File: src/hw/rtl/cts_pkg.sv
// ----------------------------------------------------------------------------
// cts_pkg
// shared types and constants of the five voice chiptune synth
// ----------------------------------------------------------------------------
package cts_pkg;

    localparam int FIFO_DEPTH_DEF = 8;
    localparam int NUM_VOICES     = 5;
    localparam int VOICE_W        = 3;

    // voice codes
    localparam logic [VOICE_W-1:0] VOICE_PULSE_A = 3'd0;
    localparam logic [VOICE_W-1:0] VOICE_PULSE_B = 3'd1;
    localparam logic [VOICE_W-1:0] VOICE_TRI     = 3'd2;
    localparam logic [VOICE_W-1:0] VOICE_SAW     = 3'd3;
    localparam logic [VOICE_W-1:0] VOICE_NOISE   = 3'd4;

    // command codes
    localparam logic CMD_ENQUEUE = 1'b0;
    localparam logic CMD_TICK    = 1'b1;

    // divider iteration counts
    localparam int DIV_CNT_W = 6;
    localparam logic [DIV_CNT_W-1:0] RAMP_BITS = 6'd16;
    localparam logic [DIV_CNT_W-1:0] MOD_BITS  = 6'd33;

    typedef struct packed {
        logic [15:0] volume;
        logic [23:0] release_n;
        logic [23:0] attack;
        logic [23:0] length;
        logic [31:0] sweep;
        logic [23:0] step;
    } t_note;

    typedef struct packed {
        logic                 start;
        logic [31:0]          rem_init;
        logic [32:0]          num;
        logic [31:0]          divisor;
        logic [DIV_CNT_W-1:0] count;
    } t_div_req;

    typedef enum logic [3:0] {
        ST_IDLE,
        ST_CHK,
        ST_LOAD_RD,
        ST_LOAD_WR,
        ST_ATK,
        ST_ATK_WAIT,
        ST_REL,
        ST_REL_WAIT,
        ST_G1,
        ST_G2,
        ST_WAVE,
        ST_NDIV_WAIT,
        ST_LFSR,
        ST_NMUL,
        ST_NLAT,
        ST_ACC
    } t_state;

endpackage

File: src/hw/rtl/cts_div.sv
// ----------------------------------------------------------------------------
// cts_div
// shared restoring divider, one quotient bit per cycle
// ----------------------------------------------------------------------------
module cts_div (
    input  logic              i_clk,
    input  logic              i_rst_n,
    input  cts_pkg::t_div_req i_req,
    output logic              o_busy,
    output logic [15:0]       o_quo,
    output logic [31:0]       o_rem
);
    import cts_pkg::*;

    logic                 r_busy;
    logic [32:0]          r_rem;
    logic [32:0]          r_num;
    logic [31:0]          r_div;
    logic [15:0]          r_quo;
    logic [DIV_CNT_W-1:0] r_cnt;
    logic [32:0]          trial;
    logic                 ge;

    assign trial = {r_rem[31:0], r_num[32]};
    assign ge    = trial >= {1'b0, r_div};

    always_ff @(posedge i_clk) begin
        if (!i_rst_n) begin
            r_busy <= 1'b0;
        end else if (i_req.start) begin
            r_busy <= 1'b1;
        end else if (r_busy && r_cnt == DIV_CNT_W'(1)) begin
            r_busy <= 1'b0;
        end
    end

    always_ff @(posedge i_clk) begin
        if (i_req.start) begin
            r_rem <= {1'b0, i_req.rem_init};
            r_num <= i_req.num;
            r_div <= i_req.divisor;
            r_quo <= '0;
            r_cnt <= i_req.count;
        end else if (r_busy) begin
            r_rem <= ge ? trial - {1'b0, r_div} : trial;
            r_num <= {r_num[31:0], 1'b0};
            r_quo <= {r_quo[14:0], ge};
            r_cnt <= r_cnt - DIV_CNT_W'(1);
        end
    end

    assign o_busy = r_busy;
    assign o_quo  = r_quo;
    assign o_rem  = r_rem[31:0];

endmodule

File: config.mk
export PLATFORM = sky130hd
export DESIGN_NAME = cts_div
export DESIGN_NICKNAME = d
export VERILOG_FILES = /design/src/hw/rtl/cts_pkg.sv /design/src/hw/rtl/cts_div.sv
export SDC_FILE = /design/constraint.sdc
export NUM_CORES = 1
export LEC_CHECK = 0
export BUFFER_PORTS_ARGS = -buffer_cell sky130_fd_sc_hd__buf_2
export CAP_MARGIN = 20
export CORE_MARGIN = 3
export CORE_UTILIZATION = 56
export CTS_BUF_LIST = sky130_fd_sc_hd__clkbuf_8
export CTS_CLUSTER_DIAMETER = 30
export DETAILED_ROUTE_END_ITERATION = 8
export HOLD_SLACK_MARGIN = 0.12
export PLACE_DENSITY = 0.91
export SLEW_MARGIN = 30
export SYNTH_ARGS = -nofsm -noshare
export SYNTH_HDL_FRONTEND = slang
export SYNTH_SLANG_ARGS = --single-unit
File: constraint.sdc
create_clock -name i_clk -period 3.41 [get_ports i_clk]
set_input_delay 0.5115 -clock i_clk [delete_from_list [all_inputs] [get_ports i_clk]]
set_output_delay 0.5115 -clock i_clk [all_outputs]
set_load 0.01 [all_outputs]
==> metrics.sh <==
CTS_SINKS=120
PEAKVDDDROP_uV=375
FP.DIEAREA_UM2=13900
GRTUSAGEMET3_PCT=8.55
WORST_R2R_ENDPOINT='r_rem[16]'
YS_SEQ_ELEMENTS=120
CRITICAL_PATH_ARRIVAL_NS=3.40
VIASPERCELL=5.56
DIEHEIGHT_UM=118
REG2REG_DEPTH=9
STATIC-LEAKAGE-POWER_uW=0.00362
CTS.PATH.MAX_BUFFERS=2
WL_PER_CELL_UM=16.3
MIN_PERIOD_NS=3.14
CRIT_SLOWEST_CELL='sky130_fd_sc_hd__or4_1'
WORST_EP_REQUIRED_TIME_NS=3.67
SYNTH_SEQ_AREA_SHARE_PCT=49.0
SETUP.REG_TO_REG.WORST_SLACK_NS=0.27
CRITPATHTOPFAMILY='simple AND/OR/NAND/NOR gates'
DP.CELLS=937
CTS_RESIZED=0
PLACEMENTROWS=40
NNETSFINAL=930
AREA_SHARE_OF_XOR_XNOR_CELLS_IN_THE_SYNTHESIZED_DESIGN_PCT=2.87
TIMING.HOLD.WORST.CLASS='in -> reg'
YS_TYPES=65
SYN-NUM-NETS=778
GRT_MAX_DEGREE=69
FMAXACHIEVABLE_MHz=319
ROOT_BUFFER='sky130_fd_sc_hd__clkbuf_8'
AREA_SHARE_OF_FA_HA_MAJ_CELLS_AFTER_SYNTHESIS_PCT=6.35
FP.COREAREA_UM2=12100
SYN_INST=637
ANTENNA_LEFT=0
REG2REG_FROM='r_rem[21]'
POST_SYNTH_MUX_AREA_SHARE_PCT=10.3
RUN_STATUS='completed'
FINALNONFILLERCELLS=970
CLOCK_TREE.HTREE_LEVEL_COUNT=4
FINAL_HOLD_VIOLATIONS=0
SKEW_NS=0.0112
AREA_GROWTH_SYN_TO_LAYOUT_PCT=19.2
HOLDWS_NS=0.243
CRITICAL_PATH_PEAK_FANOUT=25
WORSTSKEWPAIRLATENCY_NS=0.44
CRITICAL_PATH.CELL_CHAIN='ha_1 -> and3_4 -> nand4_2 -> nor3_1 -> a22o_1 -> a211oi_2 -> a22o_4 -> or4_1 -> o211ai_1'
YS_ASYNC_SR_FRACTION_PCT=0
GRTUSAGEMET1_PCT=28.6
DETAILROUTE.VIA_COUNT=5398
FIRST_PASS_GRT_WIRE_LENGTH_MM=25.5
NUM_ANTENNA_CELLS=0
REPORT.FINAL.SLEW_VIOL_COUNT=0
SYNTHESIZED_AREA_DIVIDED_BY_SYNTHESIZED_CELL_COUNT_UM2=11.0
CAP_VIOL_MAX_COUNT=0
STDCELL_AREA_UM2=8350
CRITPATHKIND='reg -> reg'
DR.FIRST_ITER.DRC_COUNT=346
BUFFER_PORTS.INSERTED=154
HOLDPATHSTAGES=1
SYNTH_COMPOUND_AREA_SHARE_PCT=14.3
DRT_WL_TOTAL_MM=15.8
DRT_FIRST_PASS_ITERS=5
CRITICAL_PATH.STARTPOINT='r_rem[21]'
SYNTH.YOSYS.WARNINGS=0
ANTENNA_FOUND_INITIAL=1
TOTALNEGATIVESETUPSLACK_NS=0
DPL_WORST_SLACK_NS=0.247
TIMING.CRITICAL_PATH.TO_TYPE='flip-flop'
GRT.MET2_USAGE_PCT=36.1
REPORT.FINAL.SETUP_VIOL=0
VIAS_IN_THE_FIRST_GLOBAL_ROUTE=5304
YOSYS.AREA_SHARE.SIMPLE_PCT=12.5
POST_ROUTE_CLOCK_PERIOD_UTILIZATION_PCT=91.9
CP_SLOWEST_STAGE_DELAY_NS=0.57
PWR_DENSITY_CELL_nW_PER_UM2=689
GRT.BUSIEST_LAYER='met2'
DIE_X_UM=118
RSZ0062_AT_GRT='no'
CRITICAL_PATH.N_BUFFERS_INVERTERS=0
DP_HPWL_MM=10.9
DRIVE_GT1_SHARE_PCT=29.6
GRT-OVFL-TOTAL=0
WORST_HOLD_STARTPOINT='i_req[17]'
DRT_DRC_VIOLATIONS_LEFT=0
FLOORPLAN.INITIALDENSITY_PCT=57.9
BOUNDARY_PIN_COUNT=155
CTS_MADE_BUFFERS=17
SYNTH-EDFF-COUNT=103
SYNTH.CELL_AREA_UM2=7010
DETAILED_PLACE.AREA_UM2=7920
CTS_TREE='yes'
CLOCK_SLEW_AT_THE_REGISTER_CLOCK_PINS_OF_THE_WORST_SETUP_AND_HOLD_PATHS_NS=0.08
GP_ROUTABILITY_CONGESTION=0.868
FINAL_CRITICAL_PATH_SETUP_SLACK_NS=0.275
GLOBAL_ROUTE.USAGE.TOTAL_PCT=22.5
STARTPOINT_TYPE='flip-flop'
LARGEST_FAMILY_OF_LOGIC_CELLS_BY_SYNTHESIZED_AREA='compound AO/OA/AOI/OAI gates'
RELATIVE_SLEW_SLACK_PCT=57.7
TIGHTESTPINTRANSITION_NS=0.635
MIN_DELAY_ENDPOINT='r_div[11]'
POSTSYNTH.TOPFLOPCELL='sky130_fd_sc_hd__edfxtp_1'
## layout make-up
cell class	count	area, um2
multi-input cells	441	3260
fillers	942	3760
well taps	168	210
clock inverters	15	185
clock buffers	17	234
repair buffers	159	840
flip-flops and latches	120	3430
inverters	50	188
## how the worst max path moves through the flow
stage	end	cells past startpoint
4_1_cts	r_rem[16]	9
2_1_floorplan	r_rem[29]	9
5_1_grt	r_rem[16]	12
3_5_place_dp	r_rem[16]	9
6_report	r_rem[16]	9
3_3_place_gp	r_rem[16]	9
## through the flow
stage               power [uW]  util [%]
floorplan                 3820         -
global placement          4290      65.4
detailed placement        4330      65.4
CTS                       5730      68.9
global route              6110      69.0
finish                    5750      69.0
## cells by family (layout without fill, tap and decap cells)
| logic type | after synthesis | after routing |
|---|---|---|
| mux | 68 | 68 |
| xor+xnor | 23 | 23 |
| simple gates | 173 | 173 |
| compound gates | 141 | 142 |
| fa+ha+maj | 35 | 35 |
| flops | 120 | 120 |
| buf+inv | 77 | 241 |
## Yosys cell counts, types with 3 or more instances
cell	number	share of area, %
sky130_fd_sc_hd__nand3_1	18	1.3
sky130_fd_sc_hd__xnor2_1	11	1.4
sky130_fd_sc_hd__a31oi_1	3	0.27
sky130_fd_sc_hd__dfxtp_1	17	4.9
sky130_fd_sc_hd__nor2_1	44	2.4
sky130_fd_sc_hd__mux2_2	34	5.5
sky130_fd_sc_hd__ha_1	34	6.1
sky130_fd_sc_hd__or4b_1	4	0.57
sky130_fd_sc_hd__o31ai_1	5	0.54
sky130_fd_sc_hd__xor2_1	12	1.5
sky130_fd_sc_hd__and2_1	3	0.27
sky130_fd_sc_hd__nor2b_1	14	1.2
sky130_fd_sc_hd__clkbuf_1	12	0.64
sky130_fd_sc_hd__o211ai_1	6	0.64
sky130_fd_sc_hd__nand4_1	5	0.45
sky130_fd_sc_hd__o21ai_1	14	1.0
sky130_fd_sc_hd__o21bai_1	3	0.32
sky130_fd_sc_hd__a211oi_1	4	0.43
sky130_fd_sc_hd__buf_2	4	0.29
sky130_fd_sc_hd__nand2b_1	5	0.45
sky130_fd_sc_hd__a221o_1	5	0.71
sky130_fd_sc_hd__o21a_1	4	0.43
sky130_fd_sc_hd__nor3_1	13	0.93
sky130_fd_sc_hd__o21ai_0	20	1.4
sky130_fd_sc_hd__nand2_1	42	2.2
sky130_fd_sc_hd__a21o_1	16	1.7
sky130_fd_sc_hd__inv_1	50	2.7
sky130_fd_sc_hd__nor4_1	4	0.36
sky130_fd_sc_hd__nand3b_1	10	1.1
sky130_fd_sc_hd__mux2i_1	34	4.9
sky130_fd_sc_hd__buf_1	6	0.32
sky130_fd_sc_hd__a21oi_1	34	2.4
sky130_fd_sc_hd__a22oi_1	5	0.54
sky130_fd_sc_hd__edfxtp_1	103	44
sky130_fd_sc_hd__a41oi_1	3	0.37
sky130_fd_sc_hd__buf_6	3	0.48
## metal layers
metal | vias up | wire length, um
met1 | 2542 | 6770
met4 | 2 | 204
li1 | 2661 | -
met2 | 174 | 7590
met3 | 19 | 1200
met5 | - | 7
## cell usage in the layout, fill, tap and decap left out, drive strengths merged, types with 4 or more instances in the layout
cell type / synthesis / final
ha: 34 / 34
edfxtp: 103 / 103
mux2: 34 / 34
o21ai: 35 / 35
nor4: 4 / 4
o31ai: 5 / 5
o21a: 4 / 4
a211oi: 5 / 5
a221o: 5 / 5
nand2b: 5 / 5
nor2: 44 / 44
nor2b: 14 / 14
nand3: 19 / 19
buf: 15 / 159
nor3: 13 / 13
a21o: 16 / 16
nand3b: 10 / 10
dfxtp: 17 / 17
or4b: 4 / 4
clkbuf: 12 / 17
inv: 50 / 53
a21oi: 35 / 35
nand2: 42 / 42
clkinv: 0 / 6
bufinv: 0 / 4
o211ai: 7 / 7
xor2: 12 / 12
a22oi: 5 / 5
mux2i: 34 / 34
nand4: 6 / 6
xnor2: 11 / 11
## where the power goes
| part | switching, uW | internal [uW] |
|---|---|---|
| Clock | 580 | 785 |
| Sequential | 139 | 1880 |
| Combinational | 1360 | 1000 |
| Total | 2080 | 3670 |
## flip-flops by register name, indices dropped and copies added, names as in the netlist
signal and count:
o_quo 16, r_rem 32, r_cnt 6, r_div 32
r_num 33, o_busy 1
## what timing repair did
item	in CTS	in global routing
hold buffers	0	0
setup endpoints to repair	0	2
setup buffers	0	0
Power figures use the tool's default switching activity.
